===== config.mk =====
export PLATFORM = sky130hd
export DESIGN_NAME = acs_addr_mod
export DESIGN_NICKNAME = d
export VERILOG_FILES = /design/src/sv/acs_pkg.sv /design/src/sv/acs_addr_mod.sv
export SDC_FILE = /design/constraint.sdc
export NUM_CORES = 1
export LEC_CHECK = 0
export BUFFER_PORTS_ARGS = -buffer_cell sky130_fd_sc_hd__buf_4
export CAP_MARGIN = 20
export CORE_UTILIZATION = 43
export CTS_CLUSTER_DIAMETER = 200
export DETAILED_ROUTE_END_ITERATION = 6
export PLACE_DENSITY = 0.72
export SETUP_SLACK_MARGIN = 0.5
export SLEW_MARGIN = 20
export SYNTH_ARGS = -nofsm -noshare
export SYNTH_HDL_FRONTEND = slang
export SYNTH_SLANG_ARGS = --single-unit

===== constraint.sdc =====
create_clock -name clk -period 1.16 [get_ports clk]
set_input_delay 0.232 -clock clk [delete_from_list [all_inputs] [get_ports clk]]
set_output_delay 0.232 -clock clk [all_outputs]
set_load 0.02 [all_outputs]

===== src/sv/acs_pkg.sv =====
// ----------------------------------------------------------------------------
// acs_pkg
// Shared types and constants of the accumulator machine: beat payloads,
// opcodes and command codes.
// ----------------------------------------------------------------------------
package acs_pkg;

  // default depth of the word memory
  localparam int unsigned MEM_WORDS_DEF = 4096;

  localparam int unsigned WORD_W   = 16;
  localparam int unsigned ADDR_W   = 12;
  localparam int unsigned IMM_W    = 12;
  localparam int unsigned OP_W     = 4;
  // address bit that selects the character ports
  localparam int unsigned PORT_BIT = 14;

  // item commands
  localparam logic CMD_WRITE = 1'b0;
  localparam logic CMD_STEP  = 1'b1;

  // instruction opcodes (top nibble)
  typedef enum logic [OP_W-1:0] {
    OP_LOAD   = 4'd0,
    OP_LOADI  = 4'd1,
    OP_STOREI = 4'd2,
    OP_IMM    = 4'd3,
    OP_STORE  = 4'd4,
    OP_ADD    = 4'd5,
    OP_NOPA   = 4'd6,
    OP_AND    = 4'd7,
    OP_OR     = 4'd8,
    OP_XOR    = 4'd9,
    OP_SHR    = 4'd10,
    OP_JMP    = 4'd11,
    OP_BZ     = 4'd12,
    OP_NOPB   = 4'd13,
    OP_CALL   = 4'd14,
    OP_JMPI   = 4'd15
  } opcode_t;

  // input beat
  typedef struct packed {
    logic              cmd;
    logic [ADDR_W-1:0] addr;
    logic [WORD_W-1:0] data;
    logic [WORD_W-1:0] in_char;
  } acs_in_t;

  // result beat
  typedef struct packed {
    logic              out_valid;
    logic [WORD_W-1:0] out_data;
    logic              in_taken;
    logic              halted;
    logic [WORD_W-1:0] pc_now;
    logic [WORD_W-1:0] acc_now;
  } acs_out_t;

endpackage


===== src/sv/acs_addr_mod.sv =====
// ----------------------------------------------------------------------------
// acs_addr_mod
// Shared address reducer: folds a 16-bit address into the word memory
// range (address modulo MEM_WORDS) by a constant reciprocal multiply, done
// in the cycle after start for an in-range address, else after a busy step.
// ----------------------------------------------------------------------------
module acs_addr_mod #(
  parameter int unsigned MEM_WORDS = acs_pkg::MEM_WORDS_DEF
) (
  input  logic                             clk,
  input  logic                             rst_n,
  input  logic                             start,
  input  logic [acs_pkg::WORD_W-1:0]       value,
  output logic                             done,
  output logic [$clog2(MEM_WORDS)-1:0]     result
);

  localparam int unsigned WW = acs_pkg::WORD_W;
  localparam int unsigned AW = $clog2(MEM_WORDS);
  // quotient bits needed for any 16-bit value
  localparam int unsigned QW = 17 - AW;
  // ceil(2^(16+AW) / MEM_WORDS) gives the exact quotient of any 16-bit value
  localparam int unsigned SH = WW + AW;
  localparam int unsigned PW = 2 * WW + 1;
  localparam longint unsigned RECIP_L =
    ((64'd1 << SH) + 64'(MEM_WORDS) - 64'd1) / 64'(MEM_WORDS);
  localparam logic [PW-1:0] RECIP = PW'(RECIP_L);
  localparam logic [WW-1:0] DIV   = WW'(MEM_WORDS);

  logic          busy_r;
  logic          done_r;
  logic [WW-1:0] val_r;
  logic [WW-1:0] rem_r;
  logic [QW-1:0] quo_r;

  logic [PW-1:0] prod;
  logic [WW-1:0] quo_mul;

  // quotient by constant multiply, then back to a multiple of the depth
  assign prod    = PW'(value) * RECIP;
  assign quo_mul = WW'(quo_r) * DIV;

  // control: in-range values finish at once, others pass the busy state first
  always_ff @(posedge clk) begin
    if (!rst_n) begin
      busy_r <= 1'b0;
      done_r <= 1'b0;
    end else begin
      done_r <= 1'b0;
      busy_r <= 1'b0;
      if (start) begin
        if (value < DIV) begin
          done_r <= 1'b1;
        end else begin
          busy_r <= 1'b1;
        end
      end else if (busy_r) begin
        done_r <= 1'b1;
      end
    end
  end

  // datapath: quotient first, remainder the cycle after
  always_ff @(posedge clk) begin
    if (start) begin
      val_r <= value;
      rem_r <= value;
      quo_r <= prod[SH +: QW];
    end else if (busy_r) begin
      rem_r <= val_r - quo_mul;
    end
  end

  assign done   = done_r;
  assign result = rem_r[AW-1:0];

endmodule


# == Yosys cells after proc, flatten, opt, wreduce, memory -nomap -nowiden ==
# Cells that the tools add are included.
# op_classes
reduce_logical,2
muxes,6
n_div,0
n_eq_ne,0
bitwise_logic,0
n_shift,0
addsub,1
n_mul,0
magnitude_cmp,1
# op_table
op,n
two-way mux 12 bit,2
less-than comparator 16 x 13 -> 1 bit (second input constant),1
subtractor 12 x 1 -> 12 bit (second input constant),1
two-way mux 1 bit,4
AND reduction 2 bit,1
nonzero test 2 bit,1
# totals
regBits,26
elab_cells,14
mem_bits_ro,0
inputBits,19
memories,0
ramBits,0
output_inout_bits,13
latch_bits,0

# == Longest topological paths before layout ==
# Gate-level depths: netlist of run 1.
# depth
depth_word,3
mapped_depth,4
mapped_depth_nobuf,2

# == Worst setup path before layout of run 1 ==
# Ideal clock, no wire load.
# synth_timing
path_type,input to register
start,input start
end,"register rem_r[0], enable pin"
setup_ns,0.303
path_slack_ns,0.010
t_required_ns,0.857
n_path_buf,2
t_arrival_ns,0.847
stages,3
cell_sequence,buf_6 -> buf_12 -> or2_1
# synth_via
elab_chain_len,1
# synth_rtl
item,line,rtl
from (decl),acs_addr_mod.sv:12,"input logic start,"
nonzero test 2 bit (no source line),n/a,
to (signal assigned),acs_addr_mod.sv:67,rem_r <= value;
to (signal assigned),acs_addr_mod.sv:70,rem_r <= val_r - quo_mul;
to (decl),acs_addr_mod.sv:33,logic [WW-1:0] rem_r;
# Every way passes these cells.
# A chain may end at the register's enable or synchronous reset.

# == Worst setup path in the final report of run 1 ==
# layout_timing
start,register rem_r[7]
end,output result[7]
# layout_rtl
item,line,rtl
to (decl),acs_addr_mod.sv:15,output logic [$clog2(MEM_WORDS)-1:0] result
# No word-level cell between the ends.

==> results of run 1 <==
## registers in the layout, summed over array words and instances, names as in the netlist
signal,count
busy_r,1
done,1
rem_r,12
val_r,12
## routing by layer
layer,vias up,GRT usage,share of wire
met5,-,0,0
met4,0,0.07143,0.0086
met3,2,0.02469,0.059
met2,20,0.1911,0.48
met1,245,0.1677,0.45
li1,250,-,-
## area by class of cell
class	instances	share of cell area
Tap cell	28	0.02585
Sequential cell	26	0.5633
Multi-Input combinational cell	19	0.1699
Clock buffer	4	0.01939
Timing Repair Buffer	33	0.2216
## power groups by stage
stage | sequential [W] | clock, W | combinational, W
finish | 0.00114 | 0.000391 | 0.000291
global route | 0.00115 | 0.000428 | 0.000310
CTS | 0.00114 | 0.000394 | 0.000289
detailed placement | 0.00116 | 0 | 0.000265
global placement | 0.00115 | 0 | 0.000259
floorplan | 0.00120 | 0 | 0.0000893
## how the worst max path moves through the flow
stage / start / cells past startpoint / slack (ns) / to
finish: rem_r[7] / 1 / 0.06 / result[7]
global route: rem_r[6] / 1 / 0.02 / result[6]
CTS: rem_r[6] / 1 / 0.05 / result[6]
detailed placement: start / 2 / -0.02 / rem_r[3]
global placement: start / 2 / -0.001 / rem_r[0]
floorplan: start / 3 / 0.14 / rem_r[0]
## per-stage QoR
step	hold slack, ns	instances	total power [W]	setup TNS [ns]
finish	0.09186	110	0.001824	0
global route	0.07758	110	0.001888	0
CTS	0.08609	110	0.001827	0
detailed placement	0.4214	105	0.001421	-0.08716
global placement	0.4200	105	0.001412	-0.004058
floorplan	0.3309	46	0.001294	0
## cells in the final DEF (no fill, tap or decap), drive strengths merged
master | netlist | layout
mux2 | 12 | 12
buf | 2 | 33
nand2 | 1 | 1
nor2 | 1 | 1
or2 | 1 | 2
nor4 | 1 | 1
clkbuf | 0 | 4
and3b | 1 | 1
edfxtp | 24 | 24
a31o | 1 | 1
dfxtp | 2 | 2
## logic make-up (layout without fill, tap and decap cells)
kind of cell,Yosys count,after routing,share of synthesized area
AND/OR/NAND/NOR,5,6,0.03027
AO/OA/AOI/OAI,1,1,0.008829
flip-flops,26,26,0.7667
buffers and inverters,2,37,0.03153
multiplexers,12,12,0.1627
## repair_timing
item,4_1_cts,5_1_grt
gates cloned,1,0
pin swaps,1,0
endpoints found under the setup margin,40,38
resized for setup,15,3
==> results.json, run 1 <==
{
  "outcome": "finished, final reports clean",
  "drt-total-wl_mm": 1.399,
  "r2r_slack_ns": 0.26,
  "min_period_over_period": 0.9503,
  "finalHoldViolCount": 0,
  "syn_to_final_growth_pct": 36.57,
  "yosysWarnings": 0,
  "holdPathEnd": "val_r[9]",
  "slowest_delay_ns": 0.41,
  "swShare": 0.2213,
  "synth_nets": 65,
  "synth_area_leader_cell": "edfxtp_1",
  "crit_family": "flip-flops",
  "detail-route-antenna-nets": 0,
  "drc": 0,
  "hp-class": "in -> reg",
  "drt_iter0_markers": 9,
  "setup_viol": 0,
  "overflow": 0,
  "start_util": 0.4529,
  "r2r-start": "val_r[4]",
  "comb_power_share": 0.160,
  "ff2ff_path_depth": 1,
  "maxSlewViolCount": 0,
  "core-area_um2": 2191,
  "clk_latency_ns": 0.31,
  "drv_cap": 0,
  "grt_max_degree": 28,
  "clk_pin_slew_ns": 0.14,
  "arrival_ns": 0.87,
  "synthCells": 46,
  "yosys-top-cells-count": "24 x edfxtp_1, 7 x mux2_4, 5 x mux2_2, 2 x dfxtp_1",
  "ys_seq_elements": 26,
  "power_leakage_nw": 0.5512,
  "ir_worst_vdd_mv": 0.7762,
  "grt_pass1_vias": 515,
  "pwr-share-clk": 0.215,
  "synth_cell_types": 12,
  "rsz0062_at_grt": "true",
  "place_ws_ns": -0.02059,
  "hold_start": "value[9]",
  "post_dp_cell_area_um2": 1261,
  "antenna_found_initial": 0,
  "worst_slew_pin_slew_ns": 0.2451,
  "setup_ws_ns": 0.05761,
  "postLayoutCellArea_um2": 1355,
  "grt_usage": 0.1262,
  "crit_path_top_delay_cell": "edfxtp_1",
  "n_fill_cell": 177,
  "cts_tree": "yes",
  "clock_skew_ns": 0.009559,
  "gp_congestion": 0.5895,
  "io_pins": 32,
  "startpoint_type": "register",
  "synth_most_common_cell": "edfxtp_1",
  "clock_sinks": 26,
  "required_ns": 0.93,
  "synth_edf_count": 24,
  "crit_fanout": 1,
  "async_reset_ff_frac": 0,
  "ys.flop_type": "edfxtp_1",
  "diodes": 0,
  "drive_gt1_frac": 0.6585,
  "min_period_ns": 1.102,
  "wl_per_cell_um": 12.72,
  "syn_area_um2": 992.2,
  "port_buffers": 31,
  "critPathKind": "reg -> out",
  "grt_pass1_wl_mm": 2.318,
  "dieArea_um2": 2504,
  "post-cts-setup-buffers": 0,
  "h-tree-depth": 1,
  "cts_buffer_depth": 2,
  "avgSynthCellArea_um2": 21.57,
  "cts_root_buffer": "clkbuf_4",
  "cts_buffers": 3,
  "seq_power_share": 0.626,
  "post_drt_via_cell_ratio": 4.700,
  "max_freq_ghz": 0.9071,
  "path_cells": "buf_6",
  "p_sw_w": 0.0004037,
  "synth_area_leaders": "edfxtp_1 73%, mux2_4 11%, mux2_2 5.7%",
  "die-height_um": 50.04,
  "multi_input_area_um2": 230.2,
  "powerDensity_nw_per_um2": 1346,
  "drt-pass1-iter-count": 4,
  "final_util": 0.6185,
  "synth_top_area_frac": 0.7264,
  "internal_power_w": 0.001420,
  "num_rows": 17,
  "relSlewSlack": 0.8366,
  "ctsHoldBuffers": 0,
  "dr_total_vias": 517,
  "regArea_um2": 763.2,
  "final_nets": 102,
  "ys_seq_area_frac": 0.7667,
  "critPathCaptureType": "primary output",
  "worstReg2RegEnd": "rem_r[4]",
  "holdPathStages": 1,
  "die_x_um": 50.04,
  "path_buf_inv": 1
}
Note: power is estimated with default switching activity, not from simulation.
==> run 2: changes to the inputs <==
--- a/config.mk
+++ b/config.mk
@@ -7,10 +7,12 @@
 export LEC_CHECK = 0
 export BUFFER_PORTS_ARGS = -buffer_cell sky130_fd_sc_hd__buf_4
 export CAP_MARGIN = 20
-export CORE_UTILIZATION = 43
+export CELL_PAD_IN_SITES_DETAIL_PLACEMENT = 0
+export CELL_PAD_IN_SITES_GLOBAL_PLACEMENT = 2
+export CORE_UTILIZATION = 31
 export CTS_CLUSTER_DIAMETER = 200
 export DETAILED_ROUTE_END_ITERATION = 6
-export PLACE_DENSITY = 0.72
+export PLACE_DENSITY_LB_ADDON = 0.1
 export SETUP_SLACK_MARGIN = 0.5
 export SLEW_MARGIN = 20
 export SYNTH_ARGS = -nofsm -noshare
==> run 2 against run 1 <==
Final area grew 3.7%. Core utilization is 16 points lower. Clock skew is 0.0048 ns lower. Sequential power about the same. Count of clock-buffer cells in the layout is 1 lower. Power up 0.53%. Via count increased by 5.4%. Die area rose by 37%. Critical path type unchanged.
==> results.json, run 2 (synthesized netlist as in run 1, its figures left out) <==
{
  "path_buf_inv": 1,
  "clock_sinks": 26,
  "cts_buffer_depth": 2,
  "r2r-start": "val_r[11]",
  "pwr-share-clk": 0.210,
  "ctsHoldBuffers": 0,
  "grt_max_degree": 25,
  "largestRegisters": "rem_r x12, val_r x12",
  "final_cell_mix": "24 x edfxtp_1, 21 x buf_4, 14 x buf_6, 12 x mux2_4, 3 x clkbuf_4",
  "dieArea_um2": 3431,
  "ff2ff_path_depth": 1,
  "dr_total_vias": 545,
  "antenna_found_initial": 0,
  "critPathCaptureType": "primary output",
  "diodes": 0,
  "hold_slack_ns": 0.09170,
  "maxSlewViolCount": 0,
  "cts_tree": "yes",
  "worst_slew_pin_slew_ns": 0.2445,
  "cts_root_buffer": "clkbuf_4",
  "holdPathEnd": "val_r[4]",
  "drt-pass1-iter-count": 2,
  "ir_worst_vdd_mv": 0.5008,
  "cts_buffers": 3,
  "swShare": 0.2236,
  "p_sw_w": 0.0004100,
  "r2r_slack_ns": 0.27,
  "h-tree-depth": 1,
  "power.total_w": 0.001834,
  "start_util": 0.3250,
  "dp.cells": 123,
  "worstReg2RegEnd": "rem_r[11]",
  "post_dp_cell_area_um2": 1296,
  "drive_gt1_frac": 0.6667,
  "wl_per_cell_um": 11.60,
  "drv_cap": 0,
  "post-cts-setup-buffers": 0,
  "max_freq_ghz": 0.8914,
  "final_common_cell": "edfxtp_1",
  "relSlewSlack": 0.8370,
  "crit_path_top_delay_cell": "edfxtp_1",
  "powerDensity_nw_per_um2": 1305,
  "overflow": 0,
  "post-dp-hpwl_mm": 1.007,
  "holdPathStages": 1,
  "finalHoldViolCount": 0,
  "slowest_delay_ns": 0.42,
  "min_period_ns": 1.122,
  "clk_pin_slew_ns": 0.14,
  "grt_pass1_wl_mm": 2.456,
  "rsz0062_at_grt": "true",
  "min_period_over_period": 0.9671,
  "drt_iter0_markers": 8,
  "hold_start": "value[4]",
  "io_pins": 32,
  "gp_congestion": 0.6492,
  "fin_cells": 128,
  "startpoint_type": "register",
  "die_x_um": 58.58,
  "setup_viol": 0,
  "path_cells": "buf_6",
  "drt-total-wl_mm": 1.485,
  "port_buffers": 31,
  "final_nets": 104,
  "clk_latency_ns": 0.32,
  "outcome": "finished, final reports clean",
  "die-height_um": 58.58,
  "drc": 0,
  "post_drt_via_cell_ratio": 4.258,
  "arrival_ns": 0.89,
  "clock_skew_ns": 0.004724,
  "comb_power_share": 0.168,
  "internal_power_w": 0.001424,
  "syn_to_final_growth_pct": 41.61,
  "postLayoutCellArea_um2": 1405,
  "power_leakage_nw": 0.5783,
  "core-area_um2": 3053,
  "critPathKind": "reg -> out",
  "hp-class": "in -> reg",
  "crit_family": "flip-flops",
  "required_ns": 0.93,
  "grt_usage": 0.1011,
  "seq_power_share": 0.623,
  "crit_fanout": 1,
  "detail-route-antenna-nets": 0,
  "num_rows": 20,
  "grt_pass1_vias": 545
}
[run 2: cell count changes in the layout (fill, tap and decap cells not counted)]
cell | previous run | this run
buf_4 | 19 | 21
clkbuf_1 | 1 | 0
clkinv_1 | 0 | 1
mux2_2 | 4 | 0
mux2_4 | 8 | 12
[run 2: worst max-delay path by stage]
stage	from	endpoint	slack (ns)	cells past startpoint
after floorplan	start	rem_r[0]	0.14	3
after global placement	start	rem_r[11]	0.006	2
after detailed placement	start	rem_r[1]	-0.001	2
after CTS	rem_r[1]	result[1]	0.02	1
after global routing	rem_r[1]	result[1]	-0.02	1
final	rem_r[1]	result[1]	0.04	1
[run 2: power groups by stage]
| stage | sequential [W] | clock (W) | combinational [W] |
|---|---|---|---|
| floorplan | 0.00120 | 0 | 0.0000893 |
| global placement | 0.00115 | 0 | 0.000271 |
| detailed placement | 0.00115 | 0 | 0.000273 |
| CTS | 0.00114 | 0.000408 | 0.000299 |
| global route | 0.00115 | 0.000452 | 0.000328 |
| finish | 0.00114 | 0.000384 | 0.000308 |
[run 2: layer usage]
metal	part of all wire	up-vias	routed length (um)	GRT usage
met1	0.44	263	655	0.1281
met5	0	-	0	0
met3	0.045	2	67	0.01978
met4	0.0074	0	11	0.06122
met2	0.51	21	750	0.1609
li1	-	259	-	-
[run 2: cell type report]
cell class	count	area (um^2)
timing repair buffer	35	315.3
multi-input combinational	19	245.2
clock buffer	3	22.52
sequential	26	763.2
tap	44	55.05
fill	281	1648
clock inverter	1	3.754
[run 2: repair_timing]
action,CTS,global route
setup endpoints to repair,38,41
gates cloned,1,0
pin swaps,1,0
resized for setup,15,7
[run 2: metrics by stage]
step	utilization	TNS (ns)	setup WS, ns
2_1_floorplan	-	0	0.1407
3_3_place_gp	0.4246	0	0.005508
3_5_place_dp	0.4246	-0.001099	-0.001099
4_1_cts	0.4516	0	0.02261
5_1_grt	0.4602	-0.02100	-0.01865
6_report	0.4602	0	0.03813
==> run 3: changes to the inputs <==
--- a/config.mk
+++ b/config.mk
@@ -5,11 +5,13 @@
 export SDC_FILE = /design/constraint.sdc
 export NUM_CORES = 1
 export LEC_CHECK = 0
+export ABC_AREA = 1
+export ABC_CLOCK_PERIOD_IN_PS = 1160
 export BUFFER_PORTS_ARGS = -buffer_cell sky130_fd_sc_hd__buf_4
 export CAP_MARGIN = 20
 export CELL_PAD_IN_SITES_DETAIL_PLACEMENT = 0
 export CELL_PAD_IN_SITES_GLOBAL_PLACEMENT = 2
-export CORE_UTILIZATION = 31
+export CORE_UTILIZATION = 28
 export CTS_CLUSTER_DIAMETER = 200
 export DETAILED_ROUTE_END_ITERATION = 6
 export PLACE_DENSITY_LB_ADDON = 0.1
==> run 3 against run 2 <==
Synthesized cell count increased by 61%. Global-route usage decreased by 0.35 points. Power increased by 11%. Count of clock-buffer cells in the layout unchanged. Worst hold slack about the same. Setup slack improved by 0.0044 ns. Critical path depth unchanged. Area after synthesis decreased by 0.76%. Final area decreased by 0.80%. Maximum frequency increased by 0.39%. Non-clock buffer count decreased by 2. Clock power increased by 58%. Critical endpoint is now result[4].
==> results.json, run 3 <==
{
  "outcome": "finished, final reports clean",
  "setup_viol": 0,
  "postLayoutCellArea_um2": 1394,
  "yosysWarnings": 0,
  "avgSynthCellArea_um2": 13.31,
  "h-tree-depth": 1,
  "clk_pin_slew_ns": 0.14,
  "final_util": 0.4144,
  "final_common_cell": "nand2_1",
  "critPathKind": "reg -> out",
  "synthCells": 74,
  "cts_buffers": 3,
  "synth_nets": 93,
  "grt_pass1_wl_mm": 2.449,
  "drt-pass1-iter-count": 4,
  "detail-route-antenna-nets": 0,
  "drive_gt1_frac": 0.4495,
  "core-area_um2": 3363,
  "path_buf_inv": 1,
  "io_pins": 32,
  "hold_slack_ns": 0.09194,
  "dr_total_vias": 625,
  "overflow": 0,
  "max_freq_ghz": 0.8949,
  "n_fill_cell": 348,
  "min_period_over_period": 0.9633,
  "powerDensity_nw_per_um2": 1461,
  "ys_seq_elements": 26,
  "crit_path_start": "rem_r[4]",
  "ys_seq_area_frac": 0.7726,
  "start_util": 0.2928,
  "required_ns": 0.93,
  "worst_slew_pin_slew_ns": 0.1654,
  "die-height_um": 61.30,
  "relSlewSlack": 0.8897,
  "die_x_um": 61.30,
  "hold_start": "value[1]",
  "wl_per_cell_um": 10.83,
  "crit_fanout": 1,
  "port_buffers": 31,
  "slowest_delay_ns": 0.42,
  "critPathCaptureType": "primary output",
  "dieArea_um2": 3758,
  "final_nets": 129,
  "drv_cap": 0,
  "dp.cells": 149,
  "final_cell_mix": "32 x nand2_1, 24 x edfxtp_1, 18 x buf_4, 14 x buf_6, 6 x nand2_2",
  "place_ws_ns": 0.2062,
  "synth_most_common_cell": "nand2_1",
  "post-dp-hpwl_mm": 1.031,
  "largestRegisters": "rem_r x12, val_r x12",
  "cts_tree": "yes",
  "clock_sinks": 26,
  "power_leakage_nw": 0.5964,
  "maxSlewViolCount": 0,
  "ir_worst_vdd_mv": 0.7385,
  "cts_root_buffer": "clkbuf_4",
  "synth_area_leader_cell": "edfxtp_1",
  "min_period_ns": 1.117,
  "hp-class": "in -> reg",
  "drt-total-wl_mm": 1.678,
  "num_rows": 21,
  "async_reset_ff_frac": 0,
  "crit_family": "flip-flops",
  "yosys-top-cells-count": "33 x nand2_1, 24 x edfxtp_1, 5 x nand2_2",
  "cts_buffer_depth": 2,
  "finalHoldViolCount": 0,
  "synth_top_area_frac": 0.7319,
  "grt_pass1_vias": 508,
  "post_drt_via_cell_ratio": 4.032,
  "synth_cell_types": 12,
  "gp_congestion": 0.6604,
  "ys.flop_type": "edfxtp_1",
  "syn_to_final_growth_pct": 41.55,
  "startpoint_type": "register",
  "fin_cells": 155,
  "synth_edf_count": 24,
  "antenna_found_initial": 0,
  "r2r-start": "busy_r",
  "post_dp_cell_area_um2": 1264,
  "grt_max_degree": 28,
  "setup_ws_ns": 0.04252,
  "rsz0062_at_grt": "true",
  "clock_skew_ns": 0.004578,
  "path_cells": "buf_6",
  "drc": 0,
  "clk_latency_ns": 0.31,
  "diodes": 0,
  "grt_usage": 0.09768,
  "synth_area_leaders": "edfxtp_1 73%, nand2_1 13%, dfxtp_1 4.1%",
  "drt_iter0_markers": 14,
  "crit_path_top_delay_cell": "edfxtp_1",
  "syn_area_um2": 984.7,
  "arrival_ns": 0.89
}
-- run 3: cell families (layout without fill, tap and decap cells) --
| group | Yosys count | count (layout) | share of synthesized area |
|---|---|---|---|
| compound gates | 3 | 3 | 0.01524 |
| buf+inv | 4 | 38 | 0.04066 |
| flops | 26 | 26 | 0.7726 |
| simple gates | 41 | 42 | 0.1715 |
-- run 3: final timing paths --
check	slack, ns	to	cells after the start
setup / recovery	0.04	result[4]	1
hold / removal	0.09	val_r[1]	1
setup reg to reg	0.30	rem_r[7]	1
hold reg to reg	0.53	rem_r[2]	2
-- run 3: layout make-up --
cell class	instances	area, um^2	area share
clock buffer	3	22.52	0.01616
clock inverter	1	30.03	0.02154
inverter	1	6.256	0.004488
multi-input combinational	45	201.4	0.1445
sequential	26	763.2	0.5476
tap	46	57.56	0.04129
timing repair buffer	33	312.8	0.2244
-- run 3: layer usage --
layer / vias up / global-route usage / wire length, um
met2: 19 / 0.1475 / 813
met1: 287 / 0.1250 / 765
met5: - / 0 / 0
met4: 0 / 0.05844 / 24
li1: 317 / - / -
met3: 2 / 0.02731 / 74
-- run 3: power by group --
group | internal (W) | switching (W) | total [W]
Combinational | 0.000147 | 0.000139 | 0.000287
Clock | 0.000349 | 0.000256 | 0.000605
Sequential | 0.00111 | 0.0000309 | 0.00114
-- run 3: metrics by stage --
stage	total power [W]	setup TNS (ns)
floorplan	0.001282	0
detailed placement	0.001413	0
global placement	0.001410	0
CTS	0.002050	0
global route	0.002124	-0.0009293
finish	0.002037	0
-- run 3: timing repair --
item,CTS,global route
pin swaps,9,0
setup endpoints to repair,37,38
setup buffers,0,1
gates resized for setup,13,7
cloned,1,0
hold buffers,0,0
endpoints found under the hold margin,0,0
